### src/sv/sfl_pkg.sv
// ----------------------------------------------------------------------------
// sfl_pkg
// Shared types and constants for the serial flash link recovery controller.
// ----------------------------------------------------------------------------
`default_nettype none

package sfl_pkg;

   // largest read a single request may ask for
   localparam int MAX_READ = 256;

   // command bytes
   localparam logic [7:0] OP_READ_ID = 8'h9F;
   localparam logic [7:0] OP_READ    = 8'h03;

   // receive length of the id transfer (opcode echo plus three id bytes)
   localparam logic [8:0] ID_RX_LEN  = 9'd4;
   // bytes clocked in ahead of read data
   localparam logic [8:0] RD_RX_EXTRA = 9'd4;

   // configuration register indexes
   localparam logic [1:0] CSR_WAIT_LIMIT  = 2'd0;
   localparam logic [1:0] CSR_RETRY_LIMIT = 2'd1;
   localparam logic [1:0] CSR_EXPECTED_ID = 2'd2;
   localparam logic [1:0] CSR_FLASH_BYTES = 2'd3;

   // configuration reset values
   localparam logic [7:0]  WAIT_LIMIT_RST  = 8'd200;
   localparam logic [7:0]  RETRY_LIMIT_RST = 8'd5;
   localparam logic [23:0] EXPECTED_ID_RST = 24'h016017;
   localparam logic [24:0] FLASH_BYTES_RST = 25'd16777216;

   // link modes
   typedef enum logic [2:0] {
      MODE_READY    = 3'd0,
      MODE_UNINIT   = 3'd1,
      MODE_INIT     = 3'd2,
      MODE_BUSY     = 3'd3,
      MODE_COMM_ERR = 3'd4,
      MODE_DEV_ERR  = 3'd5
   } mode_type;

   // reply code beyond the mode codes
   localparam logic [2:0] REPLY_PARAM_ERR = 3'd6;

   // request actions
   localparam logic ACT_TICK = 1'b0;
   localparam logic ACT_READ = 1'b1;

   typedef struct packed {
      logic [7:0]  wait_limit;
      logic [7:0]  retry_limit;
      logic [23:0] expected_id;
      logic [24:0] flash_bytes;
   } cfg_type;

   typedef struct packed {
      logic        action;
      logic        xfer_done;
      logic        cs_granted;
      logic [23:0] id_bytes;
      logic [23:0] address;
      logic [15:0] byte_count;
   } item_type;

   typedef struct packed {
      mode_type    mode;
      logic [2:0]  reply;
      logic        start_transfer;
      logic [7:0]  opcode;
      logic [23:0] xfer_address;
      logic [8:0]  rx_length;
      logic        release_select;
      logic        reset_pin;
      logic        activity_led;
      logic        read_done;
   } result_type;

endpackage

`default_nettype wire

### src/sv/sfl_csr.sv
// ----------------------------------------------------------------------------
// sfl_csr
// Configuration registers of the flash link controller, write only.
// ----------------------------------------------------------------------------
`default_nettype none

module sfl_csr (
   input  wire logic            clock,
   input  wire logic            reset,
   input  wire logic            csr_we,
   input  wire logic [1:0]      csr_index,
   input  wire logic [24:0]     csr_wdata,
   output sfl_pkg::cfg_type     cfg
);

   sfl_pkg::cfg_type cfg_ff;
   sfl_pkg::cfg_type cfg_in;

   // register write decode
   always_comb begin
      cfg_in = cfg_ff;
      if (csr_we) begin
         case (csr_index)
            sfl_pkg::CSR_WAIT_LIMIT:  cfg_in.wait_limit  = csr_wdata[7:0];
            sfl_pkg::CSR_RETRY_LIMIT: cfg_in.retry_limit = csr_wdata[7:0];
            sfl_pkg::CSR_EXPECTED_ID: cfg_in.expected_id = csr_wdata[23:0];
            sfl_pkg::CSR_FLASH_BYTES: cfg_in.flash_bytes = csr_wdata[24:0];
            default: cfg_in = cfg_ff;
         endcase
      end
   end

   always_ff @(posedge clock) begin
      if (reset) begin
         cfg_ff.wait_limit  <= sfl_pkg::WAIT_LIMIT_RST;
         cfg_ff.retry_limit <= sfl_pkg::RETRY_LIMIT_RST;
         cfg_ff.expected_id <= sfl_pkg::EXPECTED_ID_RST;
         cfg_ff.flash_bytes <= sfl_pkg::FLASH_BYTES_RST;
      end else begin
         cfg_ff <= cfg_in;
      end
   end

   assign cfg = cfg_ff;

endmodule

`default_nettype wire

### src/sv/sfl_ctrl.sv
// ----------------------------------------------------------------------------
// sfl_ctrl
// Link state machine: mode, wait and retry counters, pin levels, and the
// combinational result of one item against the current state.
// ----------------------------------------------------------------------------
`default_nettype none

module sfl_ctrl (
   input  wire logic             clock,
   input  wire logic             reset,
   input  wire logic             step,
   input  wire sfl_pkg::item_type item,
   input  wire sfl_pkg::cfg_type cfg,
   output sfl_pkg::result_type   res
);

   sfl_pkg::mode_type mode_ff, mode_in;
   logic [7:0]        wait_count_ff, wait_count_in;
   logic [7:0]        retry_count_ff, retry_count_in;
   logic              reset_level_ff, reset_level_in;
   logic              led_level_ff, led_level_in;

   logic              wait_expired;
   logic              read_ok;
   logic [24:0]       read_end;
   logic [7:0]        wait_preset;

   // read range check and timeout preset
   assign read_end     = {1'b0, item.address} + {9'd0, item.byte_count};
   assign read_ok      = (read_end < cfg.flash_bytes) && (item.byte_count != 16'd0) &&
                         (item.byte_count <= 16'(sfl_pkg::MAX_READ));
   assign wait_expired = wait_count_ff >= cfg.wait_limit;
   assign wait_preset  = (cfg.wait_limit == 8'd0) ? 8'd0 : cfg.wait_limit - 8'd1;

   // next state and result
   always_comb begin
      mode_in        = mode_ff;
      wait_count_in  = wait_count_ff;
      retry_count_in = retry_count_ff;
      reset_level_in = reset_level_ff;
      led_level_in   = led_level_ff;
      res            = '0;

      if (item.action == sfl_pkg::ACT_TICK) begin
         case (mode_ff)
            sfl_pkg::MODE_UNINIT: begin
               reset_level_in = 1'b1;
               led_level_in   = 1'b1;
               if (item.cs_granted) begin
                  res.start_transfer = 1'b1;
                  res.opcode         = sfl_pkg::OP_READ_ID;
                  res.rx_length      = sfl_pkg::ID_RX_LEN;
                  mode_in            = sfl_pkg::MODE_INIT;
                  wait_count_in      = 8'd0;
               end else begin
                  mode_in = sfl_pkg::MODE_COMM_ERR;
               end
            end
            sfl_pkg::MODE_INIT: begin
               if (item.xfer_done) begin
                  res.release_select = 1'b1;
                  if (item.id_bytes == cfg.expected_id) begin
                     mode_in      = sfl_pkg::MODE_READY;
                     led_level_in = 1'b0;
                  end else begin
                     mode_in = sfl_pkg::MODE_COMM_ERR;
                  end
               end else if (wait_expired) begin
                  res.release_select = 1'b1;
                  mode_in            = sfl_pkg::MODE_COMM_ERR;
               end else begin
                  wait_count_in = wait_count_ff + 8'd1;
               end
            end
            sfl_pkg::MODE_BUSY: begin
               if (item.xfer_done) begin
                  res.release_select = 1'b1;
                  res.read_done      = 1'b1;
                  mode_in            = sfl_pkg::MODE_READY;
                  led_level_in       = 1'b0;
               end else if (wait_expired) begin
                  res.release_select = 1'b1;
                  mode_in            = sfl_pkg::MODE_COMM_ERR;
               end else begin
                  wait_count_in = wait_count_ff + 8'd1;
               end
            end
            sfl_pkg::MODE_COMM_ERR: begin
               if (retry_count_ff < cfg.retry_limit) begin
                  if (wait_expired) begin
                     reset_level_in = 1'b0;
                     retry_count_in = retry_count_ff + 8'd1;
                     mode_in        = sfl_pkg::MODE_UNINIT;
                     wait_count_in  = 8'd0;
                  end else begin
                     wait_count_in = wait_count_ff + 8'd1;
                  end
               end else begin
                  mode_in = sfl_pkg::MODE_DEV_ERR;
               end
            end
            default: begin
               mode_in = mode_ff;
            end
         endcase
         res.reply = mode_in;
      end else begin
         res.reply = mode_ff;
         if (mode_ff == sfl_pkg::MODE_READY) begin
            if (read_ok) begin
               led_level_in = 1'b1;
               if (item.cs_granted) begin
                  res.start_transfer = 1'b1;
                  res.opcode         = sfl_pkg::OP_READ;
                  res.xfer_address   = item.address;
                  res.rx_length      = item.byte_count[8:0] + sfl_pkg::RD_RX_EXTRA;
                  wait_count_in      = wait_preset;
                  mode_in            = sfl_pkg::MODE_BUSY;
               end else begin
                  mode_in   = sfl_pkg::MODE_COMM_ERR;
                  res.reply = sfl_pkg::MODE_COMM_ERR;
               end
            end else begin
               res.reply = sfl_pkg::REPLY_PARAM_ERR;
            end
         end
      end

      res.mode         = mode_in;
      res.reset_pin    = reset_level_in;
      res.activity_led = led_level_in;
   end

   // state registers, updated once per processed item
   always_ff @(posedge clock) begin
      if (reset) begin
         mode_ff        <= sfl_pkg::MODE_UNINIT;
         wait_count_ff  <= 8'd0;
         retry_count_ff <= 8'd0;
         reset_level_ff <= 1'b0;
         led_level_ff   <= 1'b0;
      end else if (step) begin
         mode_ff        <= mode_in;
         wait_count_ff  <= wait_count_in;
         retry_count_ff <= retry_count_in;
         reset_level_ff <= reset_level_in;
         led_level_ff   <= led_level_in;
      end
   end

endmodule

`default_nettype wire

### src/sv/spi_flash_link_recovery_fsm_unit.sv
// ----------------------------------------------------------------------------
// spi_flash_link_recovery_fsm_unit
// Serial flash link recovery controller: id check, timeouts, retries and
// range-checked read command issue.
// ----------------------------------------------------------------------------
//   channel   direction   handshake              payload
//   req_*     in          req_valid / req_ready  action, xfer_done, cs_granted,
//                                                id_bytes, address, byte_count
//   rsp_*     out         rsp_valid / rsp_ready  mode, reply, command, pins
//   csr_*     in          csr_we                 csr_index, csr_wdata
//
// An item is captured in the input register, evaluated against the link
// state combinationally and lands in the result register, which raises
// rsp_valid; one item per cycle is sustained while rsp_ready stays high.
// Synchronous reset returns the configuration to defaults and the link to
// uninitialized; both registers come up empty.
// A stalled rsp_ready holds the result; the input register still takes one
// more item, then req_ready drops.
// ----------------------------------------------------------------------------
`default_nettype none

module spi_flash_link_recovery_fsm_unit (
   input  wire logic        clock,
   input  wire logic        reset,
   // input items
   input  wire logic        req_valid,
   output wire logic        req_ready,
   input  wire logic        req_action,
   input  wire logic        req_xfer_done,
   input  wire logic        req_cs_granted,
   input  wire logic [23:0] req_id_bytes,
   input  wire logic [23:0] req_address,
   input  wire logic [15:0] req_byte_count,
   // result items
   output wire logic        rsp_valid,
   input  wire logic        rsp_ready,
   output wire logic [2:0]  rsp_mode,
   output wire logic [2:0]  rsp_reply,
   output wire logic        rsp_start_transfer,
   output wire logic [7:0]  rsp_opcode,
   output wire logic [23:0] rsp_xfer_address,
   output wire logic [8:0]  rsp_rx_length,
   output wire logic        rsp_release_select,
   output wire logic        rsp_reset_pin,
   output wire logic        rsp_activity_led,
   output wire logic        rsp_read_done,
   // configuration
   input  wire logic        csr_we,
   input  wire logic [1:0]  csr_index,
   input  wire logic [24:0] csr_wdata
);

   sfl_pkg::cfg_type    cfg;
   sfl_pkg::item_type   item_ff;
   sfl_pkg::result_type res;
   sfl_pkg::result_type rsp_ff;
   logic                item_valid_ff;
   logic                rsp_valid_ff;
   logic                step;
   logic                req_fire;

   // pipeline control
   assign step      = item_valid_ff && (!rsp_valid_ff || rsp_ready);
   assign req_ready = !item_valid_ff || step;
   assign req_fire  = req_valid && req_ready;

   sfl_csr u_csr (
      .clock     (clock),
      .reset     (reset),
      .csr_we    (csr_we),
      .csr_index (csr_index),
      .csr_wdata (csr_wdata),
      .cfg       (cfg)
   );

   sfl_ctrl u_ctrl (
      .clock (clock),
      .reset (reset),
      .step  (step),
      .item  (item_ff),
      .cfg   (cfg),
      .res   (res)
   );

   // input register
   always_ff @(posedge clock) begin
      if (reset) begin
         item_valid_ff <= 1'b0;
      end else if (req_ready) begin
         item_valid_ff <= req_valid;
      end
   end

   always_ff @(posedge clock) begin
      if (req_fire) begin
         item_ff.action     <= req_action;
         item_ff.xfer_done  <= req_xfer_done;
         item_ff.cs_granted <= req_cs_granted;
         item_ff.id_bytes   <= req_id_bytes;
         item_ff.address    <= req_address;
         item_ff.byte_count <= req_byte_count;
      end
   end

   // result register
   always_ff @(posedge clock) begin
      if (reset) begin
         rsp_valid_ff <= 1'b0;
      end else if (step) begin
         rsp_valid_ff <= 1'b1;
      end else if (rsp_ready) begin
         rsp_valid_ff <= 1'b0;
      end
   end

   always_ff @(posedge clock) begin
      if (step) begin
         rsp_ff <= res;
      end
   end

   assign rsp_valid          = rsp_valid_ff;
   assign rsp_mode           = rsp_ff.mode;
   assign rsp_reply          = rsp_ff.reply;
   assign rsp_start_transfer = rsp_ff.start_transfer;
   assign rsp_opcode         = rsp_ff.opcode;
   assign rsp_xfer_address   = rsp_ff.xfer_address;
   assign rsp_rx_length      = rsp_ff.rx_length;
   assign rsp_release_select = rsp_ff.release_select;
   assign rsp_reset_pin      = rsp_ff.reset_pin;
   assign rsp_activity_led   = rsp_ff.activity_led;
   assign rsp_read_done      = rsp_ff.read_done;

endmodule

`default_nettype wire

### config.mk
export PLATFORM = sky130hd
export DESIGN_NAME = spi_flash_link_recovery_fsm_unit
export DESIGN_NICKNAME = d
export VERILOG_FILES = /design/src/sv/sfl_pkg.sv /design/src/sv/sfl_csr.sv /design/src/sv/sfl_ctrl.sv /design/src/sv/spi_flash_link_recovery_fsm_unit.sv
export SDC_FILE = /design/constraint.sdc
export NUM_CORES = 1
export LEC_CHECK = 0
export ABC_AREA = 1
export BUFFER_PORTS_ARGS = -buffer_cell sky130_fd_sc_hd__buf_4
export CORE_ASPECT_RATIO = 0.7
export CORE_MARGIN = 2
export CORE_UTILIZATION = 33
export CTS_BUF_LIST = sky130_fd_sc_hd__clkbuf_4
export CTS_CLUSTER_DIAMETER = 40
export DETAILED_ROUTE_END_ITERATION = 16
export PLACE_DENSITY = 0.5
export SLEW_MARGIN = 10
export SYNTH_ARGS = -nofsm -noshare
export SYNTH_HDL_FRONTEND = slang
export SYNTH_SLANG_ARGS = --single-unit
### constraint.sdc
create_clock -name clock -period 8.52 [get_ports clock]
set_input_delay 1.704 -clock clock [delete_from_list [all_inputs] [get_ports clock]]
set_output_delay 1.704 -clock clock [all_outputs]
set_load 0.03 [all_outputs]
==> flow_metrics.tcl <==
set metrics [dict create \
    hold_class "reg2reg" \
    die_x_um 212 \
    postCtsSetupBuffers 0 \
    wl_mm 25.0 \
    critPathCaptureType "register" \
    detailed_place_hpwl_mm 18.9 \
    ant_nets 0 \
    cp-endpoint "rsp_rx_length[5]" \
    synth.avg_cell_area_um2 8.69 \
    path_cells "ha_1, inv_1, fa_1, nand3b_1, nand2_1, a21oi_2, o21ai_2, nand3_1, o2111ai_1, nand3_1, xor2_1, ha_1, nand2_1, inv_1, o21ai_0, a21oi_1, nor3_2, nand3_1, inv_2, nand3_4, nor3b_1" \
    seqPwrFrac_pct 55.1 \
    die_h_um 150 \
    post_cts_resized 0 \
    fin_skew_ns 0.0343 \
    power.internal_w 0.00139 \
    path_depth 21 \
    die_area_um2 31700 \
    fmax_mhz 232 \
    drive_gt1_share_pct 16.3 \
    fillers 3037 \
    yosysTopAreaCell "edfxtp_1" \
    synthArstFlopShare_pct 0 \
    netlist-cell-type-count 47 \
    max_cap_viol_count 0 \
    wl_per_cell_um 14.5 \
    r2r_setup_slack_ns 4.22 \
    area_growth_syn_to_layout_pct 18.3 \
    yosysWarningCount 0 \
    cts_root_buf "clkbuf_4" \
    tns_ns 0 \
    cts_tree "done" \
    htreeDepth 4 \
    ys_seq_area_share_pct 51.3 \
    clk_pin_slew_ns 0.18 \
    worst-path-max-fanout 37 \
    path_buf_inv 3 \
    min_period_over_period_pct 50.5 \
    gp_congestion 0.855 \
    crit_start "item_ff[0]" \
    netlist_area_um2 10000 \
    numPortBuffers 150 \
    synthTopCellsByArea "edfxtp_1, dfxtp_1, nand2_1" \
    finalCriticalPeriod_ns 4.30 \
    clk_path_buf_depth 2 \
    vias_per_cell 4.52 \
    grt_pass1_wl_mm 39.3 \
    grt_util_all_layers_pct 16.1 \
    critPathKind "reg2reg" \
    rows 53 \
    switching_share_pct 30.3 \
    setup_violations 0 \
    overflow 0 \
    first_pass_iters 6 \
    core_um2 29900 \
    ys_ff_latch 200 \
    final-max-slew-violation-count 0 \
    worst-slew-pin-transition_ns 0.999 \
    cts_made_buffers 17 \
    clk_latency_ns 0.62 \
    start_util_pct 33.4 \
    worst_path_most_repeated_cell "nand3_1" \
    antenna_found_initial 0 \
    synth_edf_count 112 \
    drtIter0Drc 460 \
    grt_start_max_net_pins 60 \
    max_stage_delay_ns 0.40 \
    vias 7768 \
    power.density_nw_per_um2 169 \
    crit_required_ns 8.95 \
    start_kind "register" \
    cp_top_family "simple AND/OR/NAND/NOR gates" \
    final_hold_viol_count 0 \
    p_leak_nw 5.22 \
    finish.net_count 1453 \
    synth_flop_cell "edfxtp_1" \
    synthCells 1150 \
    switchingPower_w 0.000605 \
    drt_drc_violations_left 0 \
    rr_startpoint "item_ff[0]" \
    cts_hold_buf 0 \
    first_global_vias 7413 \
    hold_slack_ns 0.476 \
    crit_slowest_cell "fa_1" \
    io_pins 153 \
    arrival_ns 4.73 \
    slew_headroom_pct 33.3 \
    vdd_drop_max_v 0.0000795 \
    reg2reg_depth 21 \
    cts_sinks 200 \
    r2r_end "rsp_rx_length[5]" \
    status "finished clean" \
    rsz0062_at_grt "false" \
    synth_top_area_share_pct 33.6 \
    p_clk_share_pct 27.8 \
    power_frac_comb_pct 17.1 \
]
==> worst min-delay path by stage <==
stage / startpoint / endpoint / slack [ns] / cells past startpoint
finish: u_csr.cfg[0] / u_csr.cfg[0] / 0.48 / 2
global route: u_csr.cfg[44] / u_csr.cfg[44] / 0.50 / 2
floorplan: u_csr.cfg[49] / u_csr.cfg[49] / 0.43 / 2
global placement: u_csr.cfg[12] / u_csr.cfg[12] / 0.45 / 2
detailed placement: u_csr.cfg[12] / u_csr.cfg[12] / 0.45 / 2
CTS: u_csr.cfg[12] / u_csr.cfg[12] / 0.48 / 2
==> cells in the mapped netlist, types with 4 or more instances <==
cell type and count:
inv_2 6, nor3_1 9, xnor2_1 12, clkbuf_1 18, ha_1 60, xor2_1 21, inv_1 173, nor2_1 132
dfxtp_1 88, o211ai_1 9, nand2_1 210, nand3_1 41, a21oi_1 108, nand4_1 16, o21ai_1 4, o21ai_0 73
edfxtp_1 112, buf_4 7
==> cell families (layout without fill, tap and decap cells) <==
logic type / Yosys count / count (layout) / share of synthesized area, %
AND/OR/NAND/NOR: 432 / 432 / 18.4
AO/OA/AOI/OAI: 210 / 210 / 11.2
XOR/XNOR: 33 / 33 / 2.89
buffers and inverters: 213 / 368 / 8.52
adder cells (fa/ha/maj): 61 / 61 / 7.71
flip-flops: 200 / 200 / 51.3
other: 1 / 4 / 0.0375
==> power by group through the flow <==
| stage | clock network [W] | registers (W) | logic (W) |
|---|---|---|---|
| floorplan | 0 | 0.00114 | 0.000204 |
| global placement | 0 | 0.00112 | 0.000343 |
| detailed placement | 0 | 0.00112 | 0.000345 |
| CTS | 0.000582 | 0.00110 | 0.000347 |
| global route | 0.000618 | 0.00111 | 0.000390 |
| finish | 0.000556 | 0.00110 | 0.000342 |
==> per-stage QoR <==
stage	util [%]	power [W]	cells	worst slack (ns)	cell area (um^2)
after floorplan	-	0.00134	1151	4.46	10000
after global placement	38.5	0.00147	1686	4.34	11500
after detailed placement	38.5	0.00147	1686	4.25	11500
after CTS	39.5	0.00203	1718	4.18	11800
after global routing	39.5	0.00212	1718	3.68	11800
final	39.5	0.00200	1720	4.22	11800
==> per-layer routing <==
layer	up-vias	routed length (um)	part of all wire, %	GRT usage (%)
met5	-	0	0	0
met4	0	255	1.0	3.77
met3	19	1050	4.2	3.46
met2	155	10500	42	24.0
met1	3520	13100	53	23.6
li1	4074	-	-	-
==> state kept, by name, summed over array words and instances, names as in the netlist <==
signal	count
item_ff	67
item_valid_ff	1
rsp_activity_led	1
rsp_mode	3
rsp_opcode	2
rsp_read_done	1
rsp_release_select	1
rsp_reply	3
rsp_reset_pin	1
rsp_rx_length	9
rsp_valid	1
rsp_xfer_address	24
u_csr.cfg	65
u_ctrl.led_level_ff	1
u_ctrl.mode_ff	3
u_ctrl.reset_level_ff	1
u_ctrl.retry_count_ff	8
u_ctrl.wait_count_ff	8
==> layout by cell type, fill, tap and decap left out, types with 3 or more instances in the layout <==
| cell type | netlist | routed |
|---|---|---|
| dfxtp_1 | 88 | 88 |
| o211ai_1 | 9 | 9 |
| nor4_1 | 3 | 3 |
| nand4_1 | 16 | 16 |
| ha_1 | 60 | 60 |
| nand3_1 | 41 | 41 |
| nand2_2 | 3 | 3 |
| nor3_1 | 9 | 9 |
| a21oi_1 | 108 | 108 |
| o21ai_1 | 4 | 4 |
| edfxtp_1 | 112 | 112 |
| xnor2_1 | 12 | 12 |
| inv_2 | 6 | 8 |
| o21ai_0 | 73 | 73 |
| nor2_2 | 3 | 3 |
| xor2_1 | 21 | 21 |
| inv_8 | 0 | 3 |
| clkbuf_4 | 0 | 17 |
| inv_6 | 0 | 4 |
| buf_4 | 7 | 155 |
| nand2_1 | 210 | 210 |
| nor2_1 | 132 | 132 |
| nand3b_1 | 3 | 3 |
| inv_1 | 173 | 172 |
==> final cells by class <==
cell class / instances / area (um^2) / share of cell area, %
flip-flops and latches: 200 / 5120 / 43.3
multi-input cells: 738 / 4020 / 34.0
repair buffers: 155 / 1160 / 9.84
inverters: 181 / 679 / 5.75
well taps: 412 / 515 / 4.36
clock inverters: 15 / 185 / 1.57
clock buffers: 17 / 128 / 1.08
diodes: 2 / 5.00 / 0.0423
==> worst min-delay path: cells and delay by family (launching register included) <==
kind | cells | cell delay (ns)
flip-flops | 1 | 0.33
AO/OA/AOI/OAI | 1 | 0.06
buffers and inverters | 1 | 0.06
Note: power is estimated with default switching activity, not from simulation.
